<file path="src/rtl/core/sorted_key_value_table_core_macros.svh">
// Assertion helpers for the sorted key/value table core
`ifndef SORTED_KEY_VALUE_TABLE_CORE_MACROS_SVH
`define SORTED_KEY_VALUE_TABLE_CORE_MACROS_SVH

// Same-cycle implication, disabled while reset is active
`define SKVT_ASSERT_SAME(label, clk, rstn, ante, cons) \
    label: assert property (@(posedge clk) disable iff (!(rstn)) (ante) |-> (cons)) \
        else $error("skvt assertion failed");

// Next-cycle implication, disabled while reset is active
`define SKVT_ASSERT_NEXT(label, clk, rstn, ante, cons) \
    label: assert property (@(posedge clk) disable iff (!(rstn)) (ante) |=> (cons)) \
        else $error("skvt assertion failed");

`endif

</file>
<file path="src/rtl/core/skvt_pkg.sv">
package skvt_pkg;

    // Field widths fixed by the interface
    localparam int KEY_W     = 64;
    localparam int VAL_W     = 64;
    localparam int OP_W      = 2;
    localparam int STATUS_W  = 2;
    localparam int POS_W     = 6;
    localparam int CNT_OUT_W = 7;

    // Default table depth
    localparam int DEPTH_DEF = 64;

    // Request kinds
    localparam logic [OP_W-1:0] OP_INSERT = 2'd0;
    localparam logic [OP_W-1:0] OP_FIND   = 2'd1;
    localparam logic [OP_W-1:0] OP_REMOVE = 2'd2;

    // Result status codes
    localparam logic [STATUS_W-1:0] ST_OK      = 2'd0;
    localparam logic [STATUS_W-1:0] ST_MISSING = 2'd1;
    localparam logic [STATUS_W-1:0] ST_FULL    = 2'd2;

    // Broadcast control from the sequencer to every cell
    typedef struct packed {
        logic cmp_en;     // latch compare flags against the request key
        logic ins_sel;    // hit marks the insert slot instead of the first match
        logic wr_insert;  // shift larger entries up and drop in the new entry
        logic wr_remove;  // shift entries at and past the first match down
    } cell_cmd_t;

endpackage

</file>
<file path="src/rtl/core/skvt_cell.sv">
module skvt_cell
    import skvt_pkg::*;
(
    input  logic             aclk,
    input  logic             aresetn,
    input  cell_cmd_t        cmd,
    input  logic [KEY_W-1:0] req_key,
    input  logic [VAL_W-1:0] req_value,
    input  logic             occ,
    input  logic             at_count,
    input  logic             left_gt,
    input  logic             left_eq,
    input  logic [KEY_W-1:0] left_key,
    input  logic [VAL_W-1:0] left_value,
    input  logic [KEY_W-1:0] right_key,
    input  logic [VAL_W-1:0] right_value,
    output logic             gt,
    output logic             eq,
    output logic             hit,
    output logic [KEY_W-1:0] key_q,
    output logic [VAL_W-1:0] value_q
);

    logic             gt_reg;
    logic             eq_reg;
    logic [KEY_W-1:0] key_reg;
    logic [VAL_W-1:0] value_reg;
    logic             sel_new;

    // Latch compare flags; an empty cell never compares greater or equal
    always_ff @(posedge aclk) begin
        if (!aresetn) begin
            gt_reg <= 1'b0;
            eq_reg <= 1'b0;
        end else if (cmd.cmp_en) begin
            gt_reg <= occ && (key_reg > req_key);
            eq_reg <= occ && (key_reg == req_key);
        end
    end

    // Insert slot: first cell past all keys not greater than the request
    assign sel_new = !left_gt && (gt_reg || at_count);

    // Mark the insert slot or the first equal entry
    assign hit = cmd.ins_sel ? sel_new : (eq_reg && !left_eq);

    // Shift entries: up from the left on insert, down from the right on remove
    always_ff @(posedge aclk) begin
        if (cmd.wr_insert) begin
            if (left_gt) begin
                key_reg   <= left_key;
                value_reg <= left_value;
            end else if (sel_new) begin
                key_reg   <= req_key;
                value_reg <= req_value;
            end
        end else if (cmd.wr_remove) begin
            if (gt_reg || eq_reg) begin
                key_reg   <= right_key;
                value_reg <= right_value;
            end
        end
    end

    assign gt      = gt_reg;
    assign eq      = eq_reg;
    assign key_q   = key_reg;
    assign value_q = value_reg;

endmodule

</file>
<file path="config.mk">
export PLATFORM = sky130hd
export DESIGN_NAME = skvt_cell
export DESIGN_NICKNAME = d
export VERILOG_FILES = /design/src/rtl/core/sorted_key_value_table_core_macros.svh /design/src/rtl/core/skvt_pkg.sv /design/src/rtl/core/skvt_cell.sv
export SDC_FILE = /design/constraint.sdc
export NUM_CORES = 1
export LEC_CHECK = 0
export ABC_CLOCK_PERIOD_IN_PS = 6050
export BUFFER_PORTS_ARGS = -buffer_cell sky130_fd_sc_hd__buf_2
export CORE_AREA = 5 5 201 203
export DETAILED_ROUTE_END_ITERATION = 10
export DIE_AREA = 0 0 206 208
export GPL_TIMING_DRIVEN = 0
export PLACE_DENSITY = 0.45
export RECOVER_POWER = 50
export SETUP_SLACK_MARGIN = 0.2
export SYNTH_ARGS = -nofsm -noshare
export SYNTH_HDL_FRONTEND = slang
export SYNTH_SLANG_ARGS = --single-unit
</file>
<file path="constraint.sdc">
create_clock -name aclk -period 6.05 [get_ports aclk]
set_input_delay 1.21 -clock aclk [delete_from_list [all_inputs] [get_ports aclk]]
set_output_delay 1.21 -clock aclk [all_outputs]
set_load 0.02 [all_outputs]
</file>
## After elaboration in Yosys (flattened, before gate mapping)

Cells that the tools add are included.

- Register bits after elaboration: 130
- Latch bits: 0
- Memory bits (writable): 0
- ROM bits: 0
- Bits of input ports: 394
- Output and inout port bits: 131
- Logic and storage cells: 29
- Memories kept: 0

- $add $sub $neg: 0
- Multiply operators: 0
- Div/mod/pow operators: 0
- $lt $le $gt $ge: 1
- Eq/ne operators: 2
- Shift operators: 0
- Muxes and demuxes: 11
- Bitwise operators: 0
- Reduce and logical (&&, ||, !) cells: 11

Operators with widths:

| operator | count |
|---|---|
| 64-bit two-way mux | 10 |
| 64-bit equality test | 1 |
| 64-bit greater-than comparator | 1 |
| 1-bit logical AND | 4 |
| 2-bit nonzero test | 2 |
| 3-bit by 1-bit != test with 1-bit output (second input constant) | 1 |
| 3-bit AND reduction | 1 |
| 1-bit logical NOT | 2 |
| 1-bit logical OR | 2 |
| 1-bit two-way mux | 1 |

## Depth between registers and ports, before layout

- Word-level depth: 5
- Mapped depth: 8

## Least setup slack after synthesis

Ideal clock, no wire load.

- Kind: input to register
- Start point: input cmd[1] (netlist name)
- End point: register key_reg[0], in the netlist key_q[0], enable pin
- Data arrival time: 4.749 ns
- Path slack: 0.802 ns
- Stages: 5
- Buffers on the path: 2
- Cells stage by stage: clkbuf_1 clkbuf_1 nor2_1 a21oi_1 o22a_1

- Longest elaborated chain between the ends: 2

RTL lines:

| what | line | text |
|---|---|---|
| start: declaration | skvt_cell.sv:6 | `input cell_cmd_t cmd,` |
| 3-bit by 1-bit != test with 1-bit output (no line) / 2-bit nonzero test (equally long branches) | n/a |  |
| 3-bit AND reduction (no line) (*) | n/a |  |
| end signal: assignment | skvt_cell.sv:51 | `key_reg <= left_key;` |
| end signal: assignment | skvt_cell.sv:54 | `key_reg <= req_key;` |
| end signal: assignment | skvt_cell.sv:59 | `key_reg <= right_key;` |
| end: declaration | skvt_cell.sv:26 | `logic [KEY_W-1:0] key_reg;` |

Every way passes the cells marked *; elsewhere a longest branch is shown, timed or not.
A chain may end at the register's enable or synchronous reset.

## Worst setup path after layout

- Start point: input left_gt
- End point: output hit

- Longest elaborated chain between the ends: 3

RTL lines:

| what | line | text |
|---|---|---|
| start: declaration | skvt_cell.sv:11 | `input logic left_gt,` |
| 1-bit logical NOT | skvt_cell.sv:42 | `assign sel_new = !left_gt && (gt_reg \|\| at_count);` |
| 1-bit logical AND | skvt_cell.sv:42 |  |
| 1-bit two-way mux | skvt_cell.sv:45 | `assign hit = cmd.ins_sel ? sel_new : (eq_reg && !left_eq);` |
| end: declaration | skvt_cell.sv:19 | `output logic hit,` |

Every way passes these cells.

==> out/results.tsv <==
stage	metric	value	unit
clock_network	setup bufs post-CTS	0	
route	drt total wl	35800	microns
global_route	antenna violations before repair	5	
timing	max frequency	222	MHz
placement	Post-DP HPWL	30000	microns
global_route	overall routing resource usage	16.2	%
timing	RSZ-0062 raised after global routing	false	
finish	layout cells sized above 1	32.4	%
placement	port bufs	522	
min_path	Hold Path Class	register to register	
finish	Reg area	3880	sq um
outcome	status	completed	
setup_path	crit end category	primary output	
flow_run	Max-Cap Viols	0	
route	Starting DRT DRC Count	291	
floorplanning	num rows	72	
finish	commonest cells after routing, fill and taps aside	buf_2, clkbuf_1, a21oi_1	
setup_path	R2R Setup Slk	3450	ps
synth	Synthesized Nets	1259	
clock_network	CTS tree	done	
setup_path	CP arrival	3300	ps
timing	fin crit share	74.5	%
timing	final-report hold violation count	0	
floorplanning	Die X	206	microns
global_route	largest net degree at the start of global routing	63	
route	Vias/cell	4.29	
route	WL/cell	19.1	microns
finish	Fill cells	4180	
min_path	Worst Hold Depth	2	
placement	Placement Setup Slack	1650	ps
timing	Worst Skew	7.31	ps
clock_network	CTS clk-pin slew, worst paths	60	ps
clock_network	number of H-tree levels	4	
setup_path	R2R Path End	gt$_SDFFE_PN0P_	
timing	Worst-Margin Slew	1190	ps
timing	Max-Slew Margin vs Limit	20.5	%
setup_path	Max FO, Critical Path	10	
placement	gpl congestion	0.866	
clock_network	Num CTS Buffers	17	
floorplanning	I/O pins	525	
route	DRC	0	
clock_network	clock latency at the later pin of the worst-skew pair	430	ps
synth	Yosys reg bits	130	
timing	fin worst setup slack	1540	ps
synth	Yosys warnings	0	
timing	WHS	545	ps
clock_network	clk sinks	130	
clock_network	clock buffer depth	2	
power_and_ir_drop	power density over the cells	235	nW/um^2
setup_path	Reg-to-Reg Start	key_q[43]$_DFFE_PP_	
setup_path	Worst EP required	4840	ps
power_and_ir_drop	peak supply drop	0.157	mV
clock_network	Root Driver	clkbuf_16	
finish	final-stage net count	1802	
synth	post-synthesis cell count	801	
route	vias	8055	
clock_network	Post-CTS Resized	0	
floorplanning	core area	38300	sq um
min_path	Hold Path Origin	eq$_SDFFE_PN0P_	
synth	synthesized cell area	8230	sq um
route	Routed Antenna Nets	0	
clock_network	hold buffers post-CTS	0	
finish	post-route insts no fill	1876	
floorplanning	DIE AREA	42800	sq um
route	drt pass-1 iters	5	
finish	layout overhead on the synthesized area	45.2	%
min_path	Hold EP	eq$_SDFFE_PN0P_	
setup_path	CP Class	input pin to primary output	
synth	Netlist cell types	41	
floorplanning	Die Ht	208	microns
finish	area of the multi-input gates	3910	sq um
synth	Syn Area/Cell	10.3	sq um
global_route	GRT overflow	0	
setup_path	CP Launch Type	input pin	
global_route	vias in the first global route	8568	
timing	Setup violations, final	0	
floorplanning	starting density of the core	21.5	%
power_and_ir_drop	leakage power total	5.54	nW
global_route	first-pass GRT wire length	52100	microns
setup_path	R2R cell count	7	
finish	most common cell after layout, fill and taps aside	buf_2	
timing	post-route minimum period	4510	ps
finish	fin util	31.2	%
timing	Slew Limit Fails	0	
synth	post-synthesis sequential area ratio	47.2	%
placement	dpl cells	1843	
[metal layers]
metal	wire length (microns)	share of wire [%]	vias to the layer above	global-route usage (%)
li1	-	-	3994	-
met1	13800	38	3689	18.4
met2	18200	51	323	29.0
met3	3070	8.6	41	5.00
met4	719	2.0	8	5.14
met5	55	0.15	-	0
[final cells by class]
class,count,share of cell area (%)
Multi-Input combinational cell,563,32.7
Clock buffer,18,3.59
Sequential cell,130,32.5
Inverter,64,2.01
Timing Repair Buffer,524,21.0
Antenna cell,1,0.0209
Buffer,44,1.43
Tap cell,518,5.42
Clock inverter,14,1.36
[worst max-delay path, stage by stage]
cell	delay, ps
clkbuf_1	140
clkbuf_1	900
clkbuf_1	630
nor2_1	110
nand2_1	90
o21ai_1	50
buf_2	150
[synthesized netlist by cell type]
| cell | count | area share, % |
|---|---|---|
| o211ai_1 | 1 | 0.091 |
| o21ai_1 | 2 | 0.12 |
| o21ai_2 | 1 | 0.11 |
| nand3_2 | 1 | 0.12 |
| nand2b_1 | 2 | 0.15 |
| clkbuf_1 | 29 | 1.3 |
| o31a_2 | 1 | 0.12 |
| o21ai_0 | 5 | 0.30 |
| o32a_1 | 1 | 0.12 |
| dfxtp_1 | 2 | 0.49 |
| o22a_1 | 1 | 0.11 |
| o21a_1 | 1 | 0.091 |
| a21boi_1 | 2 | 0.18 |
| inv_1 | 64 | 2.9 |
| buf_2 | 13 | 0.79 |
| nor3_1 | 3 | 0.18 |
| and2_1 | 1 | 0.076 |
| a221oi_1 | 1 | 0.11 |
| a21o_1 | 4 | 0.36 |
| a31oi_1 | 1 | 0.076 |
| edfxtp_1 | 128 | 47 |
| a21boi_2 | 1 | 0.14 |
| nor2_1 | 138 | 6.3 |
| o211a_1 | 1 | 0.12 |
| nand4_1 | 12 | 0.91 |
| nand3_1 | 10 | 0.61 |
| o311a_2 | 1 | 0.14 |
| nand2_2 | 1 | 0.076 |
| a211oi_1 | 4 | 0.36 |
| nor2b_1 | 2 | 0.15 |
| buf_1 | 2 | 0.091 |
| ha_1 | 64 | 9.7 |
| nand2_1 | 10 | 0.46 |
| nor3_4 | 2 | 0.40 |
| nor4_4 | 1 | 0.26 |
| and2b_4 | 1 | 0.12 |
| mux2i_1 | 128 | 16 |
| a21boi_0 | 1 | 0.091 |
| nand4_2 | 3 | 0.46 |
| a21oi_1 | 153 | 9.3 |
| nor4_1 | 2 | 0.15 |
[cell families after synthesis]
kind of cell / after synthesis / synth area share [%]
flops: 130 / 47.2
fa+ha+maj: 64 / 9.73
compound gates: 182 / 12.0
buf+inv: 108 / 5.12
simple gates: 189 / 10.4
mux: 128 / 15.6
[metrics by stage]
step | setup TNS [ps] | power, mW | area [sq um]
2_1_floorplan | 0 | 1.48 | 8230
3_3_place_gp | -226620 | 1.80 | 11500
3_5_place_dp | 0 | 1.80 | 11600
4_1_cts | 0 | 2.89 | 12100
5_1_grt | 0 | 2.97 | 12000
6_report | 0 | 2.81 | 12000
[power by group]
part           switching (mW)  internal, mW
Combinational           0.386         0.250
Sequential             0.0302          1.08
Clock                   0.417         0.646
Total                   0.833          1.98
[worst max-delay path by stage]
stage	startpoint	end	slack (ps)
after floorplan	cmd[1]	key_q[0]$_DFFE_PP_	800
after global placement	cmd[1]	value_q[47]$_DFFE_PP_	-1790
after detailed placement	left_gt	hit	1650
after CTS	left_gt	hit	1640
after global routing	left_gt	hit	1280
final	left_gt	hit	1540
Power figures use the tool's default switching activity.
